<file path="src/design/lsgd_pkg.sv">
// shared types, constants and the sigmoid table for the logistic sgd trainer
// no dependencies; used by the interfaces, controller, datapath and top level
package lsgd_pkg;

    localparam int NUM_WEIGHTS     = 16;
    localparam int SIGMOID_ENTRIES = 256;
    localparam int IDX_W  = (NUM_WEIGHTS > 1) ? $clog2(NUM_WEIGHTS) : 1;
    localparam int CNT_W  = $clog2(NUM_WEIGHTS + 1);
    localparam int SIG_W  = $clog2(SIGMOID_ENTRIES);
    localparam int ACC_W  = 48 + $clog2(NUM_WEIGHTS) + 1;

    localparam int FEAT_W   = 16;
    localparam int TGT_W    = 16;
    localparam int WGT_W    = 32;
    localparam int WIDX_W   = 6;
    localparam int LR_W     = 16;
    localparam int TOL_W    = 24;
    localparam int CFG_IDX_W = 1;
    localparam int CFG_DAT_W = 24;

    localparam logic [CFG_IDX_W-1:0] CFG_LEARNING_RATE = 1'd0;
    localparam logic [CFG_IDX_W-1:0] CFG_TOLERANCE     = 1'd1;
    localparam logic [LR_W-1:0]  LR_RESET  = 16'd6554;
    localparam logic [TOL_W-1:0] TOL_RESET = 24'd168;

    typedef logic [15:0] sig_table_t [SIGMOID_ENTRIES];

    typedef enum logic [3:0] {
        ST_IDLE,
        ST_TR_CHECK,
        ST_MAC,
        ST_MAC_END,
        ST_SIG,
        ST_ERR,
        ST_UPD,
        ST_WR,
        ST_EP_MUL,
        ST_EP_CMP,
        ST_REPORT
    } lsgd_state_t;

    typedef struct packed {
        logic             feat_we;
        logic [IDX_W-1:0] feat_addr;
        logic             tgt_cap;
        logic [IDX_W-1:0] rd_addr;
        logic             acc_clr;
        logic             mul_en;
        logic             sig_en;
        logic             err_en;
        logic             upd_en;
        logic             wgt_we;
        logic             ep_mul_en;
        logic             ep_cmp_en;
        logic             out_load;
        logic             out_last;
    } lsgd_cmd_t;

    typedef struct packed {
        logic frozen_sel;
        logic out_busy;
    } lsgd_status_t;

    function automatic sig_table_t build_sig_table();
        sig_table_t  t;
        logic [63:0] c;
        logic [63:0] a;
        logic [63:0] y;
        logic [63:0] y2;
        logic [63:0] y3;
        logic [63:0] y4;
        logic [63:0] v;
        logic [63:0] den;
        logic [63:0] num;
        logic [63:0] rem;
        logic [63:0] s;
        logic        neg;
        for (int k = 0; k < SIGMOID_ENTRIES; k++)
        begin
            c   = (64'(2 * k + 1) << 35) / SIGMOID_ENTRIES;
            neg = c < (64'd8 << 32);
            a   = neg ? (64'd8 << 32) - c : c - (64'd8 << 32);
            y   = a >> 8;
            y2  = (y * y) >> 32;
            y3  = (y2 * y) >> 32;
            y4  = (y3 * y) >> 32;
            v   = (64'd1 << 32) - y + y2 / 2 - y3 / 6 + y4 / 24;
            for (int n = 0; n < 8; n++)
            begin
                if (v > 64'hFFFF_FFFF)
                    v = 64'hFFFF_FFFF;
                v = (v * v) >> 32;
            end
            den = (64'd1 << 32) + v;
            num = (64'd1 << 47) + (den >> 1);
            rem = '0;
            s   = '0;
            for (int b = 63; b >= 0; b--)
            begin
                rem = {rem[62:0], num[b]};
                if (rem >= den)
                begin
                    rem  = rem - den;
                    s[b] = 1'b1;
                end
            end
            t[k] = neg ? 16'(64'd32768 - s) : s[15:0];
        end
        return t;
    endfunction

    localparam sig_table_t SIG_TABLE = build_sig_table();

endpackage

</file>
<file path="src/design/lsgd_ctrl.sv">
// controller state machine: sequences feature capture, training, freeze test and report
// depends on lsgd_pkg
module lsgd_ctrl (
    input  logic                   clk,
    input  logic                   rst_n,
    input  logic                   in_valid,
    input  logic                   in_eoe,
    output logic                   in_ready,
    output lsgd_pkg::lsgd_cmd_t    cmd,
    input  lsgd_pkg::lsgd_status_t status
);

    lsgd_pkg::lsgd_state_t         state_reg, state_next;
    logic [lsgd_pkg::CNT_W-1:0]    cnt_reg, cnt_next;
    logic [lsgd_pkg::CNT_W-1:0]    idx_reg, idx_next;
    logic [lsgd_pkg::CNT_W-1:0]    j_reg, j_next;
    logic                          eoe_reg, eoe_next;

    always_ff @(posedge clk or negedge rst_n)
    begin
        if (!rst_n)
        begin
            state_reg <= lsgd_pkg::ST_IDLE;
            cnt_reg   <= '0;
            idx_reg   <= '0;
            j_reg     <= '0;
            eoe_reg   <= 1'b0;
        end
        else
        begin
            state_reg <= state_next;
            cnt_reg   <= cnt_next;
            idx_reg   <= idx_next;
            j_reg     <= j_next;
            eoe_reg   <= eoe_next;
        end
    end

    always_comb
    begin
        state_next = state_reg;
        cnt_next   = cnt_reg;
        idx_next   = idx_reg;
        j_next     = j_reg;
        eoe_next   = eoe_reg;
        in_ready   = 1'b0;
        cmd        = '0;
        cmd.feat_addr = cnt_reg[lsgd_pkg::IDX_W-1:0];
        cmd.rd_addr   = idx_reg[lsgd_pkg::IDX_W-1:0];
        unique case (state_reg)
            lsgd_pkg::ST_IDLE:
            begin
                in_ready = 1'b1;
                if (in_valid)
                begin
                    cmd.feat_we = 1'b1;
                    if (cnt_reg == lsgd_pkg::CNT_W'(lsgd_pkg::NUM_WEIGHTS - 1))
                    begin
                        cmd.tgt_cap = 1'b1;
                        cnt_next    = '0;
                        idx_next    = '0;
                        eoe_next    = in_eoe;
                        state_next  = lsgd_pkg::ST_TR_CHECK;
                    end
                    else if (in_eoe)
                    begin
                        cnt_next   = '0;
                        idx_next   = '0;
                        state_next = lsgd_pkg::ST_EP_MUL;
                    end
                    else
                    begin
                        cnt_next = cnt_reg + 1'b1;
                    end
                end
            end
            lsgd_pkg::ST_TR_CHECK:
            begin
                if (idx_reg == lsgd_pkg::CNT_W'(lsgd_pkg::NUM_WEIGHTS))
                begin
                    idx_next   = '0;
                    state_next = eoe_reg ? lsgd_pkg::ST_EP_MUL : lsgd_pkg::ST_IDLE;
                end
                else if (status.frozen_sel)
                begin
                    idx_next = idx_reg + 1'b1;
                end
                else
                begin
                    cmd.acc_clr = 1'b1;
                    j_next      = '0;
                    state_next  = lsgd_pkg::ST_MAC;
                end
            end
            lsgd_pkg::ST_MAC:
            begin
                cmd.rd_addr = j_reg[lsgd_pkg::IDX_W-1:0];
                cmd.mul_en  = 1'b1;
                if (j_reg == lsgd_pkg::CNT_W'(lsgd_pkg::NUM_WEIGHTS - 1))
                    state_next = lsgd_pkg::ST_MAC_END;
                else
                    j_next = j_reg + 1'b1;
            end
            lsgd_pkg::ST_MAC_END:
            begin
                state_next = lsgd_pkg::ST_SIG;
            end
            lsgd_pkg::ST_SIG:
            begin
                cmd.sig_en = 1'b1;
                state_next = lsgd_pkg::ST_ERR;
            end
            lsgd_pkg::ST_ERR:
            begin
                cmd.err_en = 1'b1;
                state_next = lsgd_pkg::ST_UPD;
            end
            lsgd_pkg::ST_UPD:
            begin
                cmd.upd_en = 1'b1;
                state_next = lsgd_pkg::ST_WR;
            end
            lsgd_pkg::ST_WR:
            begin
                cmd.wgt_we = 1'b1;
                idx_next   = idx_reg + 1'b1;
                state_next = lsgd_pkg::ST_TR_CHECK;
            end
            lsgd_pkg::ST_EP_MUL:
            begin
                cmd.ep_mul_en = 1'b1;
                state_next    = lsgd_pkg::ST_EP_CMP;
            end
            lsgd_pkg::ST_EP_CMP:
            begin
                cmd.ep_cmp_en = 1'b1;
                if (idx_reg == lsgd_pkg::CNT_W'(lsgd_pkg::NUM_WEIGHTS - 1))
                begin
                    idx_next   = '0;
                    state_next = lsgd_pkg::ST_REPORT;
                end
                else
                begin
                    idx_next   = idx_reg + 1'b1;
                    state_next = lsgd_pkg::ST_EP_MUL;
                end
            end
            lsgd_pkg::ST_REPORT:
            begin
                if (!status.out_busy)
                begin
                    cmd.out_load = 1'b1;
                    if (idx_reg == lsgd_pkg::CNT_W'(lsgd_pkg::NUM_WEIGHTS - 1))
                    begin
                        cmd.out_last = 1'b1;
                        idx_next     = '0;
                        state_next   = lsgd_pkg::ST_IDLE;
                    end
                    else
                    begin
                        idx_next = idx_reg + 1'b1;
                    end
                end
            end
            default:
            begin
                state_next = lsgd_pkg::ST_IDLE;
            end
        endcase
    end

endmodule

</file>
<file path="config.mk">
export PLATFORM = sky130hd
export DESIGN_NAME = lsgd_ctrl
export DESIGN_NICKNAME = d
export VERILOG_FILES = /design/src/design/lsgd_pkg.sv /design/src/design/lsgd_ctrl.sv
export SDC_FILE = /design/constraint.sdc
export NUM_CORES = 1
export LEC_CHECK = 0
export BUFFER_PORTS_ARGS = -buffer_cell sky130_fd_sc_hd__clkbuf_2
export CORE_MARGIN = 2
export CORE_UTILIZATION = 35
export CTS_BUF_LIST = sky130_fd_sc_hd__clkbuf_16
export DETAILED_ROUTE_END_ITERATION = 10
export RECOVER_POWER = 100
export REMOVE_ABC_BUFFERS = 1
export SETUP_SLACK_MARGIN = 0.5
export SLEW_MARGIN = 20
export SYNTH_ARGS = -nofsm -noshare
export SYNTH_HDL_FRONTEND = slang
export SYNTH_SLANG_ARGS = --single-unit
export TNS_END_PERCENT = 1
</file>
<file path="constraint.sdc">
create_clock -name clk -period 6.1 [get_ports clk]
set_clock_uncertainty 0.15 [all_clocks]
set_input_delay 1.83 -clock clk [delete_from_list [all_inputs] [get_ports clk]]
set_output_delay 1.83 -clock clk [all_outputs]
set_load 0.03 [all_outputs]
</file>
==> results.toml <==
[worst_setup_path]
critPathLaunchType = "input port"
critPathKind = "in -> out"
worstPathArrival_ps = 2670
cp_max_fo = 5
critPathCaptureType = "primary output"
worstPathRequired_ps = 4120

[outcome]
status = "complete, but fails checks"
failed_checks = "max-capacitance violations"

[sta]
rsz0062_at_grt = "no"
slew_viol_final = 0
slew_headroom = 0.0188
fin_crit_ps = 4650
hold_violations = 0
finalSetupViolCount = 0
worst_slew_pin_slew_ps = 1450
fmax_mhz = 215
fin_crit_sh = 0.763
setup_tns_ps = 0

[route]
via_per_inst = 5.12
avgRoutedWirePerCell_um = 13.4
vias = 1219
drt-initial-drc-count = 20
drtPass1Iterations = 5
drc = 0
wl_um = 3190
ant_nets = 0

[synth]
synth_area_mm2 = 0.00156
ys_types = 50
ys_warn_count = 0
yosys-top-cells-area = "dfrtp_1 32%, ha_1 7.2%, o311ai_4 5.1%, o21ai_0 3.9%, nand2_1 3.6%"
synth_seq_cells = 20
synth.largest_area_cell = "dfrtp_1"
ys_seq_area_frac = 0.321
synth_top_area_share = 0.321
avgSynthCellArea_um2 = 9.38
syn_inst = 166

[clock_tree]
root_buffer = "clkbuf_16"
h-tree-depth = 1
clk_latency_ps = 250
hold_buffers = 0
path_clk_slew_ps = 60
cts_tree = "done"
post_cts_resized = 0
clock_path_buffers = 2
clock_sinks = 20
cts_buffers = 3
cts_setup_buffers = 0

[global_routing]
overflow = 0
antenna_found_initial = 0
grt_pass1_vias = 1145
grt_usage = 0.133
grt_max_degree = 21
grt_pass1_wl_um = 5420

[cells_and_area]
post-route-util = 0.381
area_delta_synth_final_pct = 5.86
ff_latch_area_um2 = 500
antenna_cells = 0
final_nets = 202
mostFrequentLayoutCells = "20 x dfrtp_1, 20 x clkbuf_1, 16 x nand2_1"
multi_input_area_um2 = 846
n_fill_cell = 473
drive_gt1_frac = 0.102

[power_and_ir_drop]
power_leakage_nw = 0.714
p_total_mw = 0.746
vdd.ir_drop.worst_mv = 0.225
power_density_mw_per_mm2 = 453

[floorplan]
rows = 24
io_pins = 27
die-area_mm2 = 0.00500
start_util = 0.360
die_w_um = 70.7
core-area_mm2 = 0.00432
die_h_um = 70.7

[placement]
gp_congestion = 0.820
dp_hpwl_um = 2360
portBuffers = 26

[hold_path]
hold_path.class = "reg -> reg"

[run]
drv_cap = 1
-- path summary, 6_finish.rpt --
kind | from | end | slack, ps | cells after the start
worst max-delay path | status[1] | cmd[9] | 1450 | 4
worst min-delay path | j_reg[4]$_DFFE_PN0P_ | j_reg[4]$_DFFE_PN0P_ | 350 | 2
worst max register to register | cnt_reg[0]$_DFFE_PN0N_ | idx_reg[2]$_DFFE_PN0P_ | 2580 | 8
worst min register to register | j_reg[4]$_DFFE_PN0P_ | j_reg[4]$_DFFE_PN0P_ | 350 | 2
max in group asynchronous | rst_n | idx_reg[3]$_DFFE_PN0P_ | 3460 | 1
min in group asynchronous | rst_n | cnt_reg[3]$_DFFE_PN0N_ | 1640 | 1
-- per-stage QoR --
stage,area [um^2],setup slack (ps),hold slack [ps],instances
6_report,1650,1450,351,238
5_1_grt,1650,1350,374,238
4_1_cts,1760,1550,353,238
3_5_place_dp,1680,1550,340,234
3_3_place_gp,1680,1560,344,234
2_1_floorplan,1490,1470,319,156
-- critical path: stages --
cell and delay [ps]:
clkbuf_2 90, nand3b_1 270, inv_1 170, clkbuf_1 320
-- cell families (layout without fill, tap and decap cells) --
| logic type | count (synthesis) | after routing | share of synthesized area |
|---|---|---|---|
| XOR/XNOR | 2 | 2 | 0.0112 |
| adder cells (fa/ha/maj) | 9 | 9 | 0.0723 |
| AO/OA/AOI/OAI | 34 | 34 | 0.184 |
| flip-flops | 20 | 20 | 0.321 |
| multiplexers | 6 | 6 | 0.0450 |
| buffers and inverters | 24 | 44 | 0.0803 |
| AND/OR/NAND/NOR | 71 | 71 | 0.286 |
-- cells in the mapped netlist, drive strengths merged --
cell type and instances:
nor3b 1, xor2 2, and3 3, a211oi 1, inv 13, nor4b 2, nor3 5, nand4b 1
o21ai 14, o211ai 1, nand4 2, nand2 17, mux2 5, o2bb2ai 1, buf 10, o31ai 2
nand4bb 2, or2 1, nand3 8, ha 9, o221ai 1, or3 1, clkinv 1, a32o 2
a2bb2oi 2, and2b 1, nor2 12, o22a 1, nand3b 2, o22ai 1, a21oi 4, nand2b 8
o311ai 3, and3b 1, a22oi 1, dfrtp 20, and2 2, nor4 2, mux2i 1
-- report_power, final --
group,total [mW],switching [mW],internal (mW)
Combinational,0.358,0.223,0.135
Sequential,0.254,0.0780,0.176
Clock,0.134,0.0470,0.0872
-- final cells by class --
cell class / instances / area share
flip-flops and latches: 20 / 0.303
clock buffers: 3 / 0.0455
inverters: 14 / 0.0326
repair buffers: 26 / 0.0637
well taps: 52 / 0.0395
multi-input cells: 122 / 0.513
clock inverters: 1 / 0.00228
-- per-layer routing --
layer	track usage	wire length (um)	vias up
met4	0.0482	31	0
met1	0.185	1610	569
met5	0	0	-
li1	-	-	628
met3	0.0157	92	2
met2	0.215	1450	20
Note: power is estimated with default switching activity, not from simulation.
